### config.mk
export PLATFORM = sky130hd
export DESIGN_NAME = tfu_lane
export DESIGN_NICKNAME = d
export VERILOG_FILES = /design/src/rtl/tfu_pkg.sv /design/src/rtl/tfu_lane.sv
export SDC_FILE = /design/constraint.sdc
export NUM_CORES = 1
export LEC_CHECK = 0
export BUFFER_PORTS_ARGS = -buffer_cell sky130_fd_sc_hd__clkbuf_2
export CAP_MARGIN = 0
export CORE_UTILIZATION = 30
export DETAILED_ROUTE_END_ITERATION = 7
export PLACE_DENSITY_LB_ADDON = 0.1
export SYNTH_ARGS = -nofsm -noshare
export SYNTH_HDL_FRONTEND = slang
export SYNTH_SLANG_ARGS = --single-unit
### constraint.sdc
create_clock -name clk -period 7.76 [get_ports clk]
set_input_delay 1.552 -clock clk [delete_from_list [all_inputs] [get_ports clk]]
set_output_delay 1.552 -clock clk [all_outputs]
set_load 0.1 [all_outputs]
### src/rtl/tfu_pkg.sv
// Types, codes and layout table for the texel format unpacker.
// No dependencies; used by every other source file.
package tfu_pkg;

  localparam int unsigned RawWidth  = 64;
  localparam int unsigned ChanWidth = 32;
  localparam int unsigned NumLanes  = 4;
  localparam int unsigned RepWidth  = 64;

  localparam logic [31:0] ONE_F32        = 32'h3F80_0000;
  localparam logic [7:0]  EXP_RATIO_BASE = 8'd126;
  localparam logic [7:0]  EXP_SMALL_BASE = 8'd112;
  localparam logic [7:0]  SMALL_BIAS_ADJ = 8'd112;

  localparam logic [4:0] FMT_RESET   = 5'd7;
  localparam logic [4:0] FMT_RGB10A2 = 5'd3;
  localparam logic [4:0] FMT_R8      = 5'd4;
  localparam logic [4:0] FMT_RGBA32  = 5'd15;
  localparam logic [4:0] FMT_R32     = 5'd12;
  localparam logic [4:0] FMT_R16F    = 5'd16;
  localparam logic [4:0] FMT_RGBA16F = 5'd19;
  localparam logic [4:0] FMT_R11G11B10F = 5'd20;
  localparam logic [4:0] FMT_R32F    = 5'd21;
  localparam logic [4:0] FMT_RGBA32F = 5'd24;

  localparam logic [1:0] MODE_UNORM = 2'd0;
  localparam logic [1:0] MODE_SNORM = 2'd1;
  localparam logic [1:0] MODE_SINT  = 2'd2;
  localparam logic [1:0] MODE_UINT  = 2'd3;

  localparam logic [1:0] CFG_PIXEL_FORMAT = 2'd0;
  localparam logic [1:0] CFG_NUMBER_MODE  = 2'd1;

  typedef enum logic [2:0] {
    OP_ZERO,
    OP_RATIO,
    OP_SNORM,
    OP_SEXT,
    OP_RAW,
    OP_SMALL,
    OP_ONE
  } lane_op_t;

  typedef struct packed {
    lane_op_t    op;
    logic [5:0]  width;
    logic [31:0] bits;
  } lane_in_t;

  typedef struct packed {
    logic [6:0] off;
    logic [5:0] w;
  } layout_t;

  function automatic layout_t lane_layout(logic [4:0] fmt, logic [1:0] lane);
    logic [5:0] w [4];
    logic [5:0] cw;
    logic [2:0] cnt;
    logic [6:0] off;
    layout_t    res;
    for (int i = 0; i < 4; i++) w[i] = 6'd0;
    cw  = 6'd0;
    cnt = 3'd0;
    case (fmt) inside
      5'd0: begin
        w[0] = 6'd4; w[1] = 6'd4; w[2] = 6'd4; w[3] = 6'd4;
      end
      5'd1: begin
        w[0] = 6'd5; w[1] = 6'd5; w[2] = 6'd5; w[3] = 6'd1;
      end
      5'd2: begin
        w[0] = 6'd5; w[1] = 6'd6; w[2] = 6'd5;
      end
      FMT_RGB10A2: begin
        w[0] = 6'd10; w[1] = 6'd10; w[2] = 6'd10; w[3] = 6'd2;
      end
      [FMT_R8:FMT_RGBA32]: begin
        cw  = (fmt < 5'd8) ? 6'd8 : (fmt < FMT_R32) ? 6'd16 : 6'd32;
        cnt = {1'b0, fmt[1:0]} + 3'd1;
      end
      [FMT_R16F:FMT_RGBA16F]: begin
        cw  = 6'd16;
        cnt = {1'b0, fmt[1:0]} + 3'd1;
      end
      [FMT_R32F:FMT_RGBA32F]: begin
        cw  = 6'd32;
        cnt = 3'(fmt - FMT_R11G11B10F);
      end
      default: cw = 6'd0;
    endcase
    for (int i = 0; i < 4; i++) begin
      if (3'(i) < cnt) w[i] = cw;
    end
    off = 7'd0;
    for (int i = 0; i < 4; i++) begin
      if (2'(i) < lane) off = off + {1'b0, w[i]};
    end
    res.off = off;
    res.w   = w[lane];
    return res;
  endfunction

endpackage

### src/rtl/tfu_lane.sv
// One conversion lane: turns a channel field into a float32 or integer word.
// Two register stages; depends on tfu_pkg.
module tfu_lane (
  input  logic              clk,
  input  tfu_pkg::lane_in_t lane_in,
  output logic [31:0]       result
);

  logic        s1_norm, s1_norm_next;
  logic        s1_small, s1_small_next;
  logic [31:0] s1_value, s1_value_next;
  logic [tfu_pkg::RepWidth-1:0] s1_rep, s1_rep_next;

  function automatic logic [tfu_pkg::RepWidth-1:0] rep_fill(logic [15:0] v, logic [4:0] m);
    logic [tfu_pkg::RepWidth-1:0] r;
    int j;
    r = '0;
    for (int k = 1; k <= 16; k++) begin
      if (m == 5'(k)) begin
        j = k - 1;
        for (int i = 0; i < tfu_pkg::RepWidth; i++) begin
          r[tfu_pkg::RepWidth-1-i] = v[j];
          j = (j == 0) ? k - 1 : j - 1;
        end
      end
    end
    return r;
  endfunction

  logic [16:0] all_ones;
  logic [16:0] mag;
  logic [16:0] den;
  logic        neg;
  logic [31:0] sb32;
  logic [4:0]  s_exp;
  logic [9:0]  s_man;

  always_comb begin
    s1_norm_next  = 1'b0;
    s1_small_next = 1'b0;
    s1_value_next = '0;
    s1_rep_next   = '0;
    all_ones = (17'd1 << lane_in.width) - 17'd1;
    neg  = lane_in.bits[5'(lane_in.width - 6'd1)];
    den  = (17'd1 << (lane_in.width - 6'd1)) - 17'd1;
    mag  = neg ? (17'd1 << lane_in.width) - {1'b0, lane_in.bits[15:0]}
               : {1'b0, lane_in.bits[15:0]};
    if (mag > den) mag = den;
    sb32  = 32'd1 << (lane_in.width - 6'd1);
    s_exp = lane_in.bits[14:10];
    s_man = lane_in.bits[9:0];
    case (lane_in.op)
      tfu_pkg::OP_RATIO: begin
        if (lane_in.bits[15:0] == 16'd0) begin
          s1_value_next = '0;
        end else if ({1'b0, lane_in.bits[15:0]} == all_ones) begin
          s1_value_next = tfu_pkg::ONE_F32;
        end else begin
          s1_norm_next = 1'b1;
          s1_rep_next  = rep_fill(lane_in.bits[15:0], lane_in.width[4:0]);
        end
      end
      tfu_pkg::OP_SNORM: begin
        if (mag == 17'd0) begin
          s1_value_next = '0;
        end else if (mag == den) begin
          s1_value_next = {neg, tfu_pkg::ONE_F32[30:0]};
        end else begin
          s1_norm_next  = 1'b1;
          s1_value_next = {neg, 31'd0};
          s1_rep_next   = rep_fill(mag[15:0], 5'(lane_in.width - 6'd1));
        end
      end
      tfu_pkg::OP_SEXT: s1_value_next = (lane_in.bits ^ sb32) - sb32;
      tfu_pkg::OP_RAW:  s1_value_next = lane_in.bits;
      tfu_pkg::OP_ONE:  s1_value_next = tfu_pkg::ONE_F32;
      tfu_pkg::OP_SMALL: begin
        if (s_exp == 5'd31) begin
          s1_value_next = {lane_in.bits[15], 8'hFF, s_man, 13'd0};
        end else if (s_exp != 5'd0) begin
          s1_value_next = {lane_in.bits[15], {3'd0, s_exp} + tfu_pkg::SMALL_BIAS_ADJ,
                           s_man, 13'd0};
        end else if (s_man == 10'd0) begin
          s1_value_next = {lane_in.bits[15], 31'd0};
        end else begin
          s1_norm_next  = 1'b1;
          s1_small_next = 1'b1;
          s1_value_next = {lane_in.bits[15], 31'd0};
          s1_rep_next   = {s_man, 54'd0};
        end
      end
      default: s1_value_next = '0;
    endcase
  end

  always_ff @(posedge clk) begin
    s1_norm  <= s1_norm_next;
    s1_small <= s1_small_next;
    s1_value <= s1_value_next;
    s1_rep   <= s1_rep_next;
  end

  logic [3:0]  lz;
  logic        found;
  logic [tfu_pkg::RepWidth-1:0] shifted;
  logic [23:0] rounded;
  logic [7:0]  expo;
  logic [31:0] result_next;

  always_comb begin
    lz    = 4'd0;
    found = 1'b0;
    for (int i = 15; i >= 0; i--) begin
      if (s1_rep[48+i] && !found) begin
        lz    = 4'(15 - i);
        found = 1'b1;
      end
    end
    shifted = s1_rep << lz;
    rounded = {1'b0, shifted[62:40]} + {23'd0, shifted[39]};
    expo    = (s1_small ? tfu_pkg::EXP_SMALL_BASE : tfu_pkg::EXP_RATIO_BASE)
              - {4'd0, lz} + {7'd0, rounded[23]};
    result_next = s1_norm ? {s1_value[31], expo, rounded[22:0]} : s1_value;
  end

  always_ff @(posedge clk) begin
    result <= result_next;
  end

endmodule

==> results.sh <==
export IMPL_rsz0062_at_grt="false"
export IMPL_worst_path_most_repeated_cell="buf_4"
export IMPL_setup_viol=0
export IMPL_holdBufCountCts=0
export IMPL_period_share=0.9845
export IMPL_final_util=0.3936
export IMPL_layout_commonest_cell="buf_4"
export IMPL_grt_use_total=0.3967
export IMPL_yosys_area_share_xor_xnor=0.06356
export IMPL_drive_above_1_share=0.2526
export IMPL_std_cell_rows=92
export IMPL_cts_root_buf="clkbuf_16"
export IMPL_worstSetupStartpoint="lane_in[32]"
export IMPL_critPathRequiredTime_ns=7.92
export IMPL_synthAdderAreaFrac=0.05174
export IMPL_hold_viol_final=0
export IMPL_hp_start="s1_value[31]$_SDFF_PN0_"
export IMPL_synth_cell_type_count=111
export IMPL_grt_pass1_wl_um=186200
export IMPL_die_x_um=254.7
export IMPL_cts_tree="done"
export IMPL_yosysSeqAreaShare=0.1108
export IMPL_cts_sinks=106
export IMPL_area_growth_pct=29.63
export IMPL_clkLatencyLatePin_ns=0.38
export IMPL_die_area_mm2=0.06486
export IMPL_synth_top_family_by_area="compound AO/OA/AOI/OAI gates"
export IMPL_max_stage_delay_ns=0.41
export IMPL_min_path_type="reg2reg"
export IMPL_critical_path_class="in2reg"
export IMPL_crit_fanout=12
export IMPL_grt_ovfl_total=0
export IMPL_wl_per_cell_um=31.64
export IMPL_cts_buffer_depth=2
export IMPL_synth_mux_area_frac=0.05670
export IMPL_clkTransAtPathRegs_ns=0.08
export IMPL_synth_compound_area_frac=0.4091
export IMPL_numPortBuffers=73
export IMPL_drcViolationCount=0
export IMPL_critPathCaptureType="register"
export IMPL_place_detailed_hpwl_um=104300
export IMPL_vias=27000
export IMPL_drtIter0Drc=3919
export IMPL_grt_max_degree=49
export IMPL_yosysWarnings=0
export IMPL_start_util=0.3036
export IMPL_ys_async_sr_fraction=0
export IMPL_syn_nets=2985
export IMPL_p_leak_nw=10.23
export IMPL_htree_levels=3
export IMPL_ir_drop_mv=0.1065
export IMPL_arrival_ns=7.80
export IMPL_critPathSlowestCell="a221o_1"
export IMPL_slew_violations=0
export IMPL_place_inst=4131
export IMPL_n_fill_cell=6831
export IMPL_final_cell_mix="buf_4, a21oi_1, o21ai_0"
export IMPL_timing_fmax_mhz=130.9
export IMPL_synth_simple_gate_area_frac=0.2375
export IMPL_io_pins=74
export IMPL_place_gp_congestion=1.053
export IMPL_period_needed_ns=7.640
export IMPL_vias_per_cell=6.502
export IMPL_grt_pass1_vias=25250
export IMPL_finalInstanceArea_mm2=0.02483
export IMPL_max_slew_margin=0.07727
export IMPL_ys_top_cells_by_area="dfxtp_1, a21oi_1, o21ai_0"
export IMPL_synthFlopType="dfxtp_1"
export IMPL_first_pass_iters=8
export IMPL_finalNetCount=3421
export IMPL_synth_area_leader_cell="dfxtp_1"
export IMPL_routed_wl_um=131400
export IMPL_yosys_register_bits=106
export IMPL_synth_top_area_frac=0.1108
export IMPL_dpl_instance_area_mm2=0.02422
export IMPL_status="complete, no violations"
export IMPL_numCtsBuffers=9
export IMPL_synth_edf_count=0
export IMPL_syn_area_mm2=0.01915
export IMPL_cp_start_kind="input pin"
export IMPL_postSynthCellCount=2865
export IMPL_avgSynthCellArea_um2=6.685
export IMPL_skew_ns=0.01781
export IMPL_coreArea_mm2=0.06308
export IMPL_timing_rr_start="s1_rep[57]$_SDFF_PN0_"
export IMPL_worst_slew_pin_slew_ns=1.383
export IMPL_finalNonFillerCells=4152
export IMPL_postRouteAntennaNets=0
export IMPL_die_height_um=254.7
export IMPL_max_cap_viol_count=0
export IMPL_power_density_mw_per_mm2=173.0
export IMPL_antenna_found_initial=2
-- layout make-up --
| type | count | area [µm²] | share of cell area |
|---|---|---|---|
| multi-input cells | 2429 | 16020 | 0.6454 |
| repair buffers | 673 | 5024 | 0.2023 |
| flip-flops and latches | 106 | 2123 | 0.08552 |
| well taps | 846 | 1059 | 0.04263 |
| inverters | 82 | 307.8 | 0.01240 |
| clock buffers | 9 | 225.2 | 0.009071 |
| clock inverters | 6 | 62.56 | 0.002520 |
| diodes | 1 | 2.502 | 0.0001008 |
-- worst paths after layout --
path	end	cells after the start	slack [ns]
hold / removal	result[31]$_DFF_P_	0	0.33
hold reg to reg	result[31]$_DFF_P_	0	0.33
setup reg to reg	result[25]$_DFF_P_	22	1.21
setup / recovery	s1_rep[43]$_SDFF_PN0_	30	0.12
-- layer usage --
| metal | vias to the layer above | track usage | wire length, µm |
|---|---|---|---|
| li1 | 11760 | - | - |
| met1 | 13090 | 0.5336 | 55310 |
| met2 | 1787 | 0.6083 | 55960 |
| met3 | 356 | 0.07573 | 12660 |
| met4 | 4 | 0.1817 | 7425 |
| met5 | - | 0 | 29 |
-- through the flow --
step	hold WS [ns]	setup TNS (ns)	setup slack, ns	power [mW]
2_1_floorplan	0.3096	0	0.02572	2.363
4_1_cts	0.3352	0	0.008396	4.178
3_5_place_dp	0.3165	-15.04	-0.6646	3.691
5_1_grt	0.3387	0	0.006346	4.444
6_report	0.3330	0	0.1203	4.296
3_3_place_gp	0.3144	-14.85	-0.8084	3.717
-- report_power, final --
group	internal (mW)	switching, mW
clock	0.225	0.233
sequential	0.608	0.0528
combinational	1.10	2.08
total	1.93	2.36
-- critical path, delay by kind of cell --
| kind | cells | cell delay (ns) |
|---|---|---|
| xor+xnor | 1 | 0.12 |
| compound gates | 14 | 3.24 |
| simple gates | 4 | 0.65 |
| fa+ha+maj | 3 | 0.97 |
| buf+inv | 8 | 1.26 |
-- logic make-up after synthesis --
group,count (synthesis)
XOR/XNOR,139
buffers and inverters,330
flip-flops,106
AND/OR/NAND/NOR,920
adder cells (fa/ha/maj),78
multiplexers,94
AO/OA/AOI/OAI,1198
-- registers in the layout, indices dropped and copies added, names as in the netlist --
register,flops
s1_value,32
result,32
s1_small,1
s1_norm,1
s1_rep,40
-- timing repair --
item                                    CTS  global route
endpoints found under the setup margin   15            48
buffers inserted                          2             3
pin swaps                                 0             3
resized for setup                        18            38
-- cell usage after synthesis, types with 20 or more instances --
master and count:
a31oi_1 37, ha_1 76, nand2_1 247, nand4_1 28
buf_2 31, xor2_1 34, xnor2_1 105, nor2b_1 20
o211ai_1 49, mux2i_1 62, and2_1 27, mux2_2 22
inv_1 71, o22ai_1 46, o221ai_1 31, a21o_1 29
nand3_1 90, o31ai_1 21, nor2_1 262, nor3_1 65
o21ai_0 304, o32ai_1 21, a221oi_1 39, clkbuf_1 188
nand2b_1 23, a22oi_1 26, a211oi_1 54, a21oi_1 304
dfxtp_1 106, nor4_1 25, o21a_1 22, and3_1 27
No activity file was read; power rests on OpenSTA's default activity.
